File: config.mk
export PLATFORM = sky130hd
export DESIGN_NAME = http_byte_range_parser
export DESIGN_NICKNAME = d
export VERILOG_FILES = /design/src/sv/hbrp_pkg.sv /design/src/sv/http_byte_range_parser.sv
export SDC_FILE = /design/constraint.sdc
export NUM_CORES = 1
export LEC_CHECK = 0
export CELL_PAD_IN_SITES_DETAIL_PLACEMENT = 1
export CELL_PAD_IN_SITES_GLOBAL_PLACEMENT = 1
export CORE_MARGIN = 5
export CORE_UTILIZATION = 45
export CTS_CLUSTER_DIAMETER = 30
export DETAILED_ROUTE_END_ITERATION = 8
export DONT_BUFFER_PORTS = 1
export GPL_TIMING_DRIVEN = 0
export PLACE_DENSITY_LB_ADDON = 0.12
export SLEW_MARGIN = 15
export SYNTH_ARGS = -nofsm -noshare
export SYNTH_HDL_FRONTEND = slang
export SYNTH_SLANG_ARGS = --single-unit
File: constraint.sdc
create_clock -name clk -period 12.62 [get_ports clk]
set_input_delay 2.524 -clock clk [delete_from_list [all_inputs] [get_ports clk]]
set_output_delay 2.524 -clock clk [all_outputs]
set_load 0.03 [all_outputs]
File: src/sv/hbrp_pkg.sv
// Package for the HTTP byte-range header parser.
// Holds character constants, the unit prefix text and the stream payload widths.
// No dependencies.
package hbrp_pkg;

  localparam int unsigned CharW     = 8;
  localparam int unsigned NumW      = 32;
  localparam int unsigned PrefixLen = 6;
  localparam int unsigned PosW      = 3;

  // Result payload: has_start, has_end, range_start, range_end, padded to bytes.
  localparam int unsigned OutFieldW = 2 + 2 * NumW;
  localparam int unsigned OutDataW  = ((OutFieldW + 7) / 8) * 8;

  localparam logic [CharW-1:0] CharDash  = 8'h2D;
  localparam logic [CharW-1:0] CharZero  = 8'h30;
  localparam logic [CharW-1:0] CharNine  = 8'h39;
  localparam logic [CharW-1:0] CharSpace = 8'h20;
  localparam logic [CharW-1:0] CharTab   = 8'h09;
  localparam logic [CharW-1:0] CharCr    = 8'h0D;

  // Characters of the unit text "bytes=" by position.
  function automatic logic [CharW-1:0] prefix_char(input logic [PosW-1:0] pos);
    logic [CharW-1:0] c;
    unique case (pos)
      3'd0:    c = 8'h62;  // b
      3'd1:    c = 8'h79;  // y
      3'd2:    c = 8'h74;  // t
      3'd3:    c = 8'h65;  // e
      3'd4:    c = 8'h73;  // s
      3'd5:    c = 8'h3D;  // =
      default: c = 8'h00;
    endcase
    return c;
  endfunction

endpackage

File: src/sv/http_byte_range_parser.sv
// Top level of the HTTP byte-range header parser.
// Depends on hbrp_pkg for character constants, prefix text and payload widths.
//
// The parser takes one character of a Range header value per transaction on the input
// stream, with in_tlast marking the last character, and returns one result transaction
// per value. The value must read "bytes=", optional start digits, a dash, optional end
// digits, then whitespace only; at least one number is required and end must not be
// below start when both are present. A number above 32 bits rejects the value.
// Throughput is one character per clock: each character is registered at the input,
// then a combinational update (prefix compare, multiply-by-ten-and-add of the digit
// accumulator, phase change) runs between that register and the parser state and
// result register. out_tvalid rises as the final character leaves the input register.
// Non-final characters keep flowing while a result waits on out_tready; a
// final character stalls only while the result register is occupied and not being
// taken. When out_tuser (status) is 1 the value was rejected and out_tdata is all zero.
module http_byte_range_parser (
  input  logic                             clk,
  input  logic                             rst_n,
  input  logic                             in_tvalid,
  output logic                             in_tready,
  input  logic [hbrp_pkg::CharW-1:0]       in_tdata,   // [7:0] char_code
  input  logic                             in_tlast,   // final_char
  output logic                             out_tvalid,
  input  logic                             out_tready,
  output logic [hbrp_pkg::OutDataW-1:0]    out_tdata,  // [0] has_start, [1] has_end,
                                                       // [33:2] range_start,
                                                       // [65:34] range_end, rest zero
  output logic                             out_tuser   // status
);
  import hbrp_pkg::*;

  typedef enum logic [1:0] {
    PH_PREFIX,
    PH_START,
    PH_END,
    PH_TAIL
  } phase_t;

  // Input register stage.
  logic             s1_valid_r, s1_valid_nxt;
  logic [CharW-1:0] s1_char_r;
  logic             s1_last_r;
  logic             s1_adv;

  // Parser state.
  phase_t          phase_r, phase_nxt;
  logic [PosW-1:0] prefix_pos_r, prefix_pos_nxt;
  logic [NumW-1:0] start_acc_r, start_acc_nxt;
  logic [NumW-1:0] end_acc_r, end_acc_nxt;
  logic            start_seen_r, start_seen_nxt;
  logic            end_seen_r, end_seen_nxt;
  logic            bad_r, bad_nxt;

  // Result register.
  logic                out_valid_r, out_valid_nxt;
  logic [OutDataW-1:0] out_data_r, out_data_nxt;
  logic                out_status_r, out_status_nxt;

  // Character classes and digit accumulation.
  logic            is_digit, is_blank, is_dash;
  logic [CharW-1:0] digit_val;
  logic [NumW-1:0] acc_sel;
  logic [NumW+3:0] acc_prod;
  logic            acc_ovf;
  logic            ok;

  // A non-final character always proceeds; a final one needs room for its result.
  assign s1_adv    = s1_valid_r && (!s1_last_r || !out_valid_r || out_tready);
  assign in_tready = !s1_valid_r || s1_adv;

  assign s1_valid_nxt = (in_tvalid && in_tready) || (s1_valid_r && !s1_adv);

  assign is_digit  = (s1_char_r >= CharZero) && (s1_char_r <= CharNine);
  assign is_blank  = (s1_char_r == CharSpace) ||
                     ((s1_char_r >= CharTab) && (s1_char_r <= CharCr));
  assign is_dash   = (s1_char_r == CharDash);
  assign digit_val = s1_char_r - CharZero;

  // acc * 10 + digit, as two shifted copies and the digit; overflow when the top is set.
  assign acc_sel  = (phase_r == PH_START) ? start_acc_r : end_acc_r;
  assign acc_prod = {1'b0, acc_sel, 3'b000} + {3'b000, acc_sel, 1'b0} +
                    {{(NumW-4){1'b0}}, digit_val};
  assign acc_ovf  = |acc_prod[NumW+3:NumW];

  always_comb begin
    phase_nxt      = phase_r;
    prefix_pos_nxt = prefix_pos_r;
    start_acc_nxt  = start_acc_r;
    end_acc_nxt    = end_acc_r;
    start_seen_nxt = start_seen_r;
    end_seen_nxt   = end_seen_r;
    bad_nxt        = bad_r;
    ok             = 1'b0;
    out_valid_nxt  = out_valid_r && !out_tready;
    out_data_nxt   = out_data_r;
    out_status_nxt = out_status_r;

    if (s1_adv && !bad_r) begin
      unique case (phase_r)
        PH_PREFIX: begin
          if (s1_char_r == prefix_char(prefix_pos_r)) begin
            prefix_pos_nxt = prefix_pos_r + 1'b1;
            if (prefix_pos_r == PosW'(PrefixLen - 1)) begin
              phase_nxt = PH_START;
            end
          end else begin
            bad_nxt = 1'b1;
          end
        end
        PH_START: begin
          if (is_digit) begin
            if (acc_ovf) begin
              bad_nxt = 1'b1;
            end else begin
              start_acc_nxt = acc_prod[NumW-1:0];
            end
            start_seen_nxt = 1'b1;
          end else if (is_dash) begin
            phase_nxt = PH_END;
          end else begin
            bad_nxt = 1'b1;
          end
        end
        PH_END: begin
          if (is_digit) begin
            if (acc_ovf) begin
              bad_nxt = 1'b1;
            end else begin
              end_acc_nxt = acc_prod[NumW-1:0];
            end
            end_seen_nxt = 1'b1;
          end else if (is_blank) begin
            phase_nxt = PH_TAIL;
          end else begin
            bad_nxt = 1'b1;
          end
        end
        PH_TAIL: begin
          if (!is_blank) begin
            bad_nxt = 1'b1;
          end
        end
        default: bad_nxt = 1'b1;
      endcase
    end

    if (s1_adv && s1_last_r) begin
      ok = !bad_nxt && ((phase_nxt == PH_END) || (phase_nxt == PH_TAIL)) &&
           (start_seen_nxt || end_seen_nxt) &&
           !(start_seen_nxt && end_seen_nxt && (end_acc_nxt < start_acc_nxt));
      out_valid_nxt  = 1'b1;
      out_status_nxt = !ok;
      out_data_nxt   = '0;
      if (ok) begin
        out_data_nxt[0]             = start_seen_nxt;
        out_data_nxt[1]             = end_seen_nxt;
        out_data_nxt[NumW+1:2]      = start_seen_nxt ? start_acc_nxt : '0;
        out_data_nxt[2*NumW+1:NumW+2] = end_seen_nxt ? end_acc_nxt : '0;
      end
      // The next value starts from a clean parser.
      phase_nxt      = PH_PREFIX;
      prefix_pos_nxt = '0;
      start_acc_nxt  = '0;
      end_acc_nxt    = '0;
      start_seen_nxt = 1'b0;
      end_seen_nxt   = 1'b0;
      bad_nxt        = 1'b0;
    end
  end

  always_ff @(posedge clk) begin
    if (!rst_n) begin
      s1_valid_r   <= 1'b0;
      phase_r      <= PH_PREFIX;
      prefix_pos_r <= '0;
      start_acc_r  <= '0;
      end_acc_r    <= '0;
      start_seen_r <= 1'b0;
      end_seen_r   <= 1'b0;
      bad_r        <= 1'b0;
      out_valid_r  <= 1'b0;
    end else begin
      s1_valid_r   <= s1_valid_nxt;
      phase_r      <= phase_nxt;
      prefix_pos_r <= prefix_pos_nxt;
      start_acc_r  <= start_acc_nxt;
      end_acc_r    <= end_acc_nxt;
      start_seen_r <= start_seen_nxt;
      end_seen_r   <= end_seen_nxt;
      bad_r        <= bad_nxt;
      out_valid_r  <= out_valid_nxt;
    end
  end

  always_ff @(posedge clk) begin
    if (in_tvalid && in_tready) begin
      s1_char_r <= in_tdata;
      s1_last_r <= in_tlast;
    end
    out_data_r   <= out_data_nxt;
    out_status_r <= out_status_nxt;
  end

  assign out_tvalid = out_valid_r;
  assign out_tdata  = out_data_r;
  assign out_tuser  = out_status_r;

  // A rejected value carries no numbers.
  a_reject_zero: assert property (@(posedge clk) disable iff (!rst_n)
    out_tvalid && out_tuser |-> out_tdata == '0)
    else $error("rejected result carries nonzero payload");

  // An accepted value names at least one number.
  a_accept_has_num: assert property (@(posedge clk) disable iff (!rst_n)
    out_tvalid && !out_tuser |-> out_tdata[0] || out_tdata[1])
    else $error("accepted result without any number");

  // An accepted two-number range is never reversed.
  a_accept_order: assert property (@(posedge clk) disable iff (!rst_n)
    out_tvalid && !out_tuser && out_tdata[0] && out_tdata[1] |->
      out_tdata[2*NumW+1:NumW+2] >= out_tdata[NumW+1:2])
    else $error("accepted range has end below start");

  // The final character of a value leaves the parser in its initial state.
  a_restart: assert property (@(posedge clk) disable iff (!rst_n)
    s1_adv && s1_last_r |=> phase_r == PH_PREFIX && prefix_pos_r == '0 && !bad_r &&
      out_tvalid)
    else $error("parser did not restart after final character");

endmodule
# --- Word level (Yosys, flattened, before mapping) ---
# Cells that the tools add are included.
totals:
  ff_bits: 150
  input_bits: 13
  output_inout_bits: 75
classes:
  muxes: 35
  addsub: 4
  n_reduce_logical: 36
  eq_ne: 13
  n_bitwise: 1
  magnitude_cmp: 5
op_table:
  columns: ["operator", "count"]
  rows:
  - ["$mux 32", 9]
  - ["$pmux 7 s6", 1]
  - ["$add 35x33->36", 1]
  - ["$add 36x8->36", 1]
  - ["$lt 32x32->1", 1]
  - ["$eq 8x6->1 const B", 2]
  - ["$mux 8", 2]
  - ["$mux 1", 14]
  - ["$mux 2", 7]
  - ["$logic_and 1x1->1", 13]
  - ["$logic_not 1->1", 9]
  - ["$eq 2x2->1 const B", 4]
  - ["$eq 8x8->1", 1]
  - ["$ge 8x4->1 const B", 1]
  - ["$ge 8x6->1 const B", 1]
  - ["$le 8x4->1 const B", 1]
  - ["$le 8x6->1 const B", 1]
  - ["$sub 8x6->8 const B", 1]
  - ["$logic_or 1x1->1", 7]
  - ["$eq 3x2->1 const B", 2]
  - ["$eq 3x3->1 const B", 2]
  - ["$pmux 2 s3", 1]
  - ["$pmux 1 s4", 1]
  - ["$reduce_and 2->1", 2]
  - ["9 further kinds", 9]

# --- Longest topological paths before layout ---
depth:
  ltp_word: 16
  depth_mapped: 30

# --- Worst setup path before layout ---
# OpenSTA, ideal clock, no wires.
synth_path:
  path_type: "flip-flop to flip-flop"
  startpoint: "reg phase_r[0]"
  endpoint: "reg out_data_r[41], in the netlist out_tdata[41], data pin"
  required_time_ns: 12.351
  synth_period_minus_slack_ns: 7.161
  path_stages_with_launch: 29
  slack_ns: 5.459
  arrival_time_ns: 6.891
  path_buffers: 5
  cell_sequence: "dfxtp_1 > clkbuf_1 > nor2b_1 > clkbuf_1 > clkbuf_1 > mux2_2 > fa_1 > fa_1 > a211oi_1 > o21ai_0 > a311oi_1 > o21a_1 > a211o_1 > o2111ai_1 > nor4_2 > buf_4 > mux2i_1 > ha_1 > a21o_1 > a21o_1 > a21oi_1 > nor2_1 > a2111oi_0 > o211a_1 > a21oi_1 > o211a_1 > nand2_1 > clkbuf_1 > nor3b_1"
synth_via:
  elab_chain_cells: 14
  elab_cells_between_ends: 46
  classes_between: "2 x add/sub; 1 x order compare; 5 x eq/ne; 26 x mux; 12 x reduce/logical"
synth_rtl:
  columns: ["element", "line", "source"]
  rows:
  - ["start: declaration", "http_byte_range_parser.sv:46", "phase_t phase_r, phase_nxt;"]
  - ["start signal: assignment", "http_byte_range_parser.sv:184", "phase_r <= phase_nxt;"]
  - ["$eq 2x1->1", "http_byte_range_parser.sv:80, http_byte_range_parser.sv:99", null]
  - ["$mux 32", "http_byte_range_parser.sv:80", "assign acc_sel = (phase_r == PH_START) ? start_acc_r : end_acc_r;"]
  - ["$add 35x33->36", "http_byte_range_parser.sv:81", "assign acc_prod = {1'b0, acc_sel, 3'b000} + {3'b000, acc_sel, 1'b0} +"]
  - ["$add 36x8->36", "http_byte_range_parser.sv:81", null]
  - ["$reduce_or 4->1", "http_byte_range_parser.sv:83", "assign acc_ovf = |acc_prod[NumW+3:NumW];"]
  - ["$mux 32, or another cell as far along", "http_byte_range_parser.sv:126", "if (acc_ovf) begin"]
  - ["$mux 32, or another cell as far along", "http_byte_range_parser.sv:125", "if (is_digit) begin"]
  - ["$mux 32 / $pmux 1 s4 (equally long branches)", "http_byte_range_parser.sv:99", "unique case (phase_r)"]
  - ["$mux 32 / $mux 1 (equally long branches)", "http_byte_range_parser.sv:98", "if (s1_adv && !bad_r) begin"]
  - ["$lt 32x32->1 / $logic_not 1->1 (equally long branches)", "http_byte_range_parser.sv:150, http_byte_range_parser.sv:148", null]
  - ["$logic_and 1x1->1 (on tied branches)", "http_byte_range_parser.sv:150, http_byte_range_parser.sv:148", null]
  - ["$logic_not 1->1 / $logic_and 1x1->1 (equally long branches)", "http_byte_range_parser.sv:150, http_byte_range_parser.sv:148", null]
  - ["$logic_and 1x1->1", "http_byte_range_parser.sv:149", "(start_seen_nxt || end_seen_nxt) &&"]
  - ["$reduce_and 2->1 (no line)", null, null]
  - ["end signal: assignment", "http_byte_range_parser.sv:200", "out_data_r <= out_data_nxt;"]
  - ["end: declaration", "http_byte_range_parser.sv:56", "logic [OutDataW-1:0] out_data_r, out_data_nxt;"]
# Parallel ways exist; a longest one is shown, timed or not.
# A chain may end at the register's enable or synchronous reset.

# --- Worst setup path after layout ---
layout_path:
  startpoint: "reg phase_r[0]"
  endpoint: "reg out_data_r[55], in the netlist out_tdata[55], data pin"
# Same word-level chain as after synthesis.

==> impl_metrics.tcl <==
set metrics [dict create \
    run_status "finished clean" \
    grt_pass1_vias 7717 \
    num_antenna_cells 0 \
    p_int_mw 0.812 \
    cts_resized 0 \
    wl_met3_um 1010 \
    rsz0062_at_grt "false" \
    initial_core_util_pct 46.0 \
    grt_max_degree 38 \
    detail_route.wl_per_cell_um 23.3 \
    die_area_um2 23800 \
    critPathMaxStageDelay_ns 0.88 \
    synth_common_cells "ha_1 (100), edfxtp_1 (76), dfxtp_1 (74), nor2_1 (69), mux2_2 (57)" \
    worstPathMaxFanout 10 \
    root_buffer "clkbuf_16" \
    numCtsBuffers 17 \
    power_density_nw_per_um2 105 \
    fmax_mhz 96.5 \
    grt_pass1_wl_um 44100 \
    yosysMostFrequentCell "ha_1" \
    syn_to_final_growth_pct 10.3 \
    synth_edf_count 76 \
    dp_hpwl_um 21600 \
    crit_type "flop to flop" \
    placed_area_um2 9750 \
    cp-end-kind "flop" \
    first_pass_iters 4 \
    r2r_slack_ns 2.26 \
    fin_crit_sh_pct 82.1 \
    peakVddDrop_v 0.0000879 \
    maxCapViolCount 0 \
    worst_slew_pin_slew_ns 0.982 \
    cp.required_ns 12.76 \
    ff_latch_area_um2 3760 \
    slowest_stage "nor4_2" \
    wirelength_um 28300 \
    h-tree-depth 4 \
    design_area_um2 10300 \
    clock-sinks 150 \
    post-cts-setup-buffers 0 \
    synth.distinct_cells 66 \
    async_flop_share_pct 0 \
    ys.flop_type "edfxtp_1" \
    num_io_pins 88 \
    synth.area.top_cells "edfxtp_1 (24%), dfxtp_1 (16%), ha_1 (13%)" \
    slew_headroom_pct 34.0 \
    seqPwrFrac_pct 50.0 \
    coreArea_um2 20400 \
    finalHoldViolCount 0 \
    cpMostUsedCell "a21oi_1" \
    die_height_um 154 \
    combinationalPowerShare_pct 2.9 \
    cp_num_buf_inv 5 \
    netlist_instances 904 \
    clockBufferDepth 2 \
    drcViolationCount 0 \
    placed_cells 1180 \
    cts_hold_buf 0 \
    multi_input_area_um2 5290 \
    final.fill_count 2211 \
    route.top_layer_used "met4" \
    antenna_found_initial 0 \
    antenna_left 0 \
    rows 52 \
    clock_skew_ns 0.00924 \
    ys_warn_count 0 \
    die_w_um 154 \
    layout.nets 1048 \
    min_path_type "flop to flop" \
    drive_above_1_share_pct 12.1 \
    p_clk_share_pct 47.1 \
    clk_pin_slew_ns 0.07 \
    portBuffers 0 \
    finalSetupTns_ns 0 \
    ys_ff_latch 150 \
    netlist_area_um2 9370 \
    drv_slew 0 \
    synth_top_cell_area_share_pct 24.4 \
    total_power_mw 1.09 \
    grtUsageTotal_pct 23.9 \
    setup_viol 0 \
    p_leak_nw 4.08 \
    swShare_pct 25.3 \
    gp_congestion 0.894 \
    wl_met2_um 14100 \
    drt_iter0_drc 366 \
    path_delay_family "compound AO/OA/AOI/OAI gates" \
    vias 7103 \
    p_sw_mw 0.275 \
    ys_seq_area_share_pct 40.2 \
    cts_tree "built" \
    syn_area_per_cell_um2 10.4 \
    fin_cells 1212 \
    insertion_delay_ns 0.43 \
    start_kind "flop" \
    fin_crit_ns 10.36 \
    grt-ovfl-total 0 \
    m1WireLength_um 12700 \
    worstPathArrival_ns 10.50 \
    vias_per_cell 5.86 \
    synth_area_leader_cell "edfxtp_1" \
]
## cell families (layout without fill, tap and decap cells)
family / count (synthesis) / count (layout) / synth area share (%)
AO/OA/AOI/OAI: 162 / 162 / 11.4
XOR/XNOR: 37 / 37 / 3.46
buffers and inverters: 75 / 108 / 3.68
adder cells (fa/ha/maj): 106 / 106 / 14.6
other: 1 / 6 / 0.0400
AND/OR/NAND/NOR: 277 / 277 / 15.6
flip-flops: 150 / 150 / 40.2
multiplexers: 96 / 96 / 11.0
## worst reg2reg max path: cells and delay by family, from the launching register on
kind | cells | cell delay [ns]
AND/OR/NAND/NOR | 6 | 2.36
adder cells (fa/ha/maj) | 3 | 1.19
buffers and inverters | 5 | 2.46
AO/OA/AOI/OAI | 12 | 2.95
flip-flops | 1 | 0.31
multiplexers | 2 | 0.82
## registers in the layout, indices dropped and copies added (netlist names)
| signal | cells |
|---|---|
| end_acc_r | 32 |
| s1_valid_r | 1 |
| s1_char_r | 8 |
| s1_last_r | 1 |
| end_seen_r | 1 |
| start_acc_r | 32 |
| out_tvalid | 1 |
| out_tdata | 66 |
| out_tuser | 1 |
| prefix_pos_r | 3 |
| phase_r | 2 |
| start_seen_r | 1 |
| bad_r | 1 |
## power groups by stage
stage                     clock [mW]  sequential, mW  combinational (mW)
final                          0.512           0.544              0.0318
after global routing           0.543           0.545              0.0345
after CTS                      0.520           0.544              0.0320
after detailed placement           0           0.555              0.0319
after global placement             0           0.555              0.0295
after floorplan                    0           0.553              0.0218
## path summary, 6_finish.rpt
check	startpoint	endpoint	depth (start not counted)
max	phase_r[0]	out_tdata[55]	28
min	start_acc_r[31]	start_acc_r[31]	2
max reg2reg	phase_r[0]	out_tdata[55]	28
min reg2reg	start_acc_r[31]	start_acc_r[31]	2
## final cells by class
class                      instances  share of cell area [%]
buffer                            49                    2.40
sequential                       150                    36.4
timing repair buffer               1                   0.194
inverter                          26                   0.945
clock inverter                    14                    1.36
tap                              270                    3.27
multi-input combinational        684                    51.2
clock buffer                      18                    4.25
## per-layer routing
layer	up-vias	track usage (%)
met4	0	6.64
met5	-	0
met2	147	42.1
met1	3551	30.3
met3	27	3.80
li1	3378	-
## cells in the final DEF, fill, tap and decap left out, drive strengths merged, types with 5 or more instances in the layout
cell type,count
a211oi,5
nand4,9
xor2,10
inv,33
mux2i,39
nor3b,30
a31oi,8
nand2b,6
ha,100
o211ai,9
nand3,16
buf,20
o21a,6
nor3,43
nand2,40
dfxtp,74
and3,13
clkbuf,48
edfxtp,76
o21bai,6
a21oi,47
xnor2,27
nor2,69
o21ai,26
conb,6
fa,6
a21o,19
nor2b,33
mux2,57
## metrics by stage
stage          util, %  setup WS [ns]  hold WS, ns
2_1_floorplan        -           5.46        0.479
3_3_place_gp      47.8           2.52        0.504
3_5_place_dp      47.9           2.36        0.511
4_1_cts           50.7           2.30        0.528
5_1_grt           50.7           1.88        0.572
6_report          50.7           2.26        0.523
(Power assumes the default switching activity.)
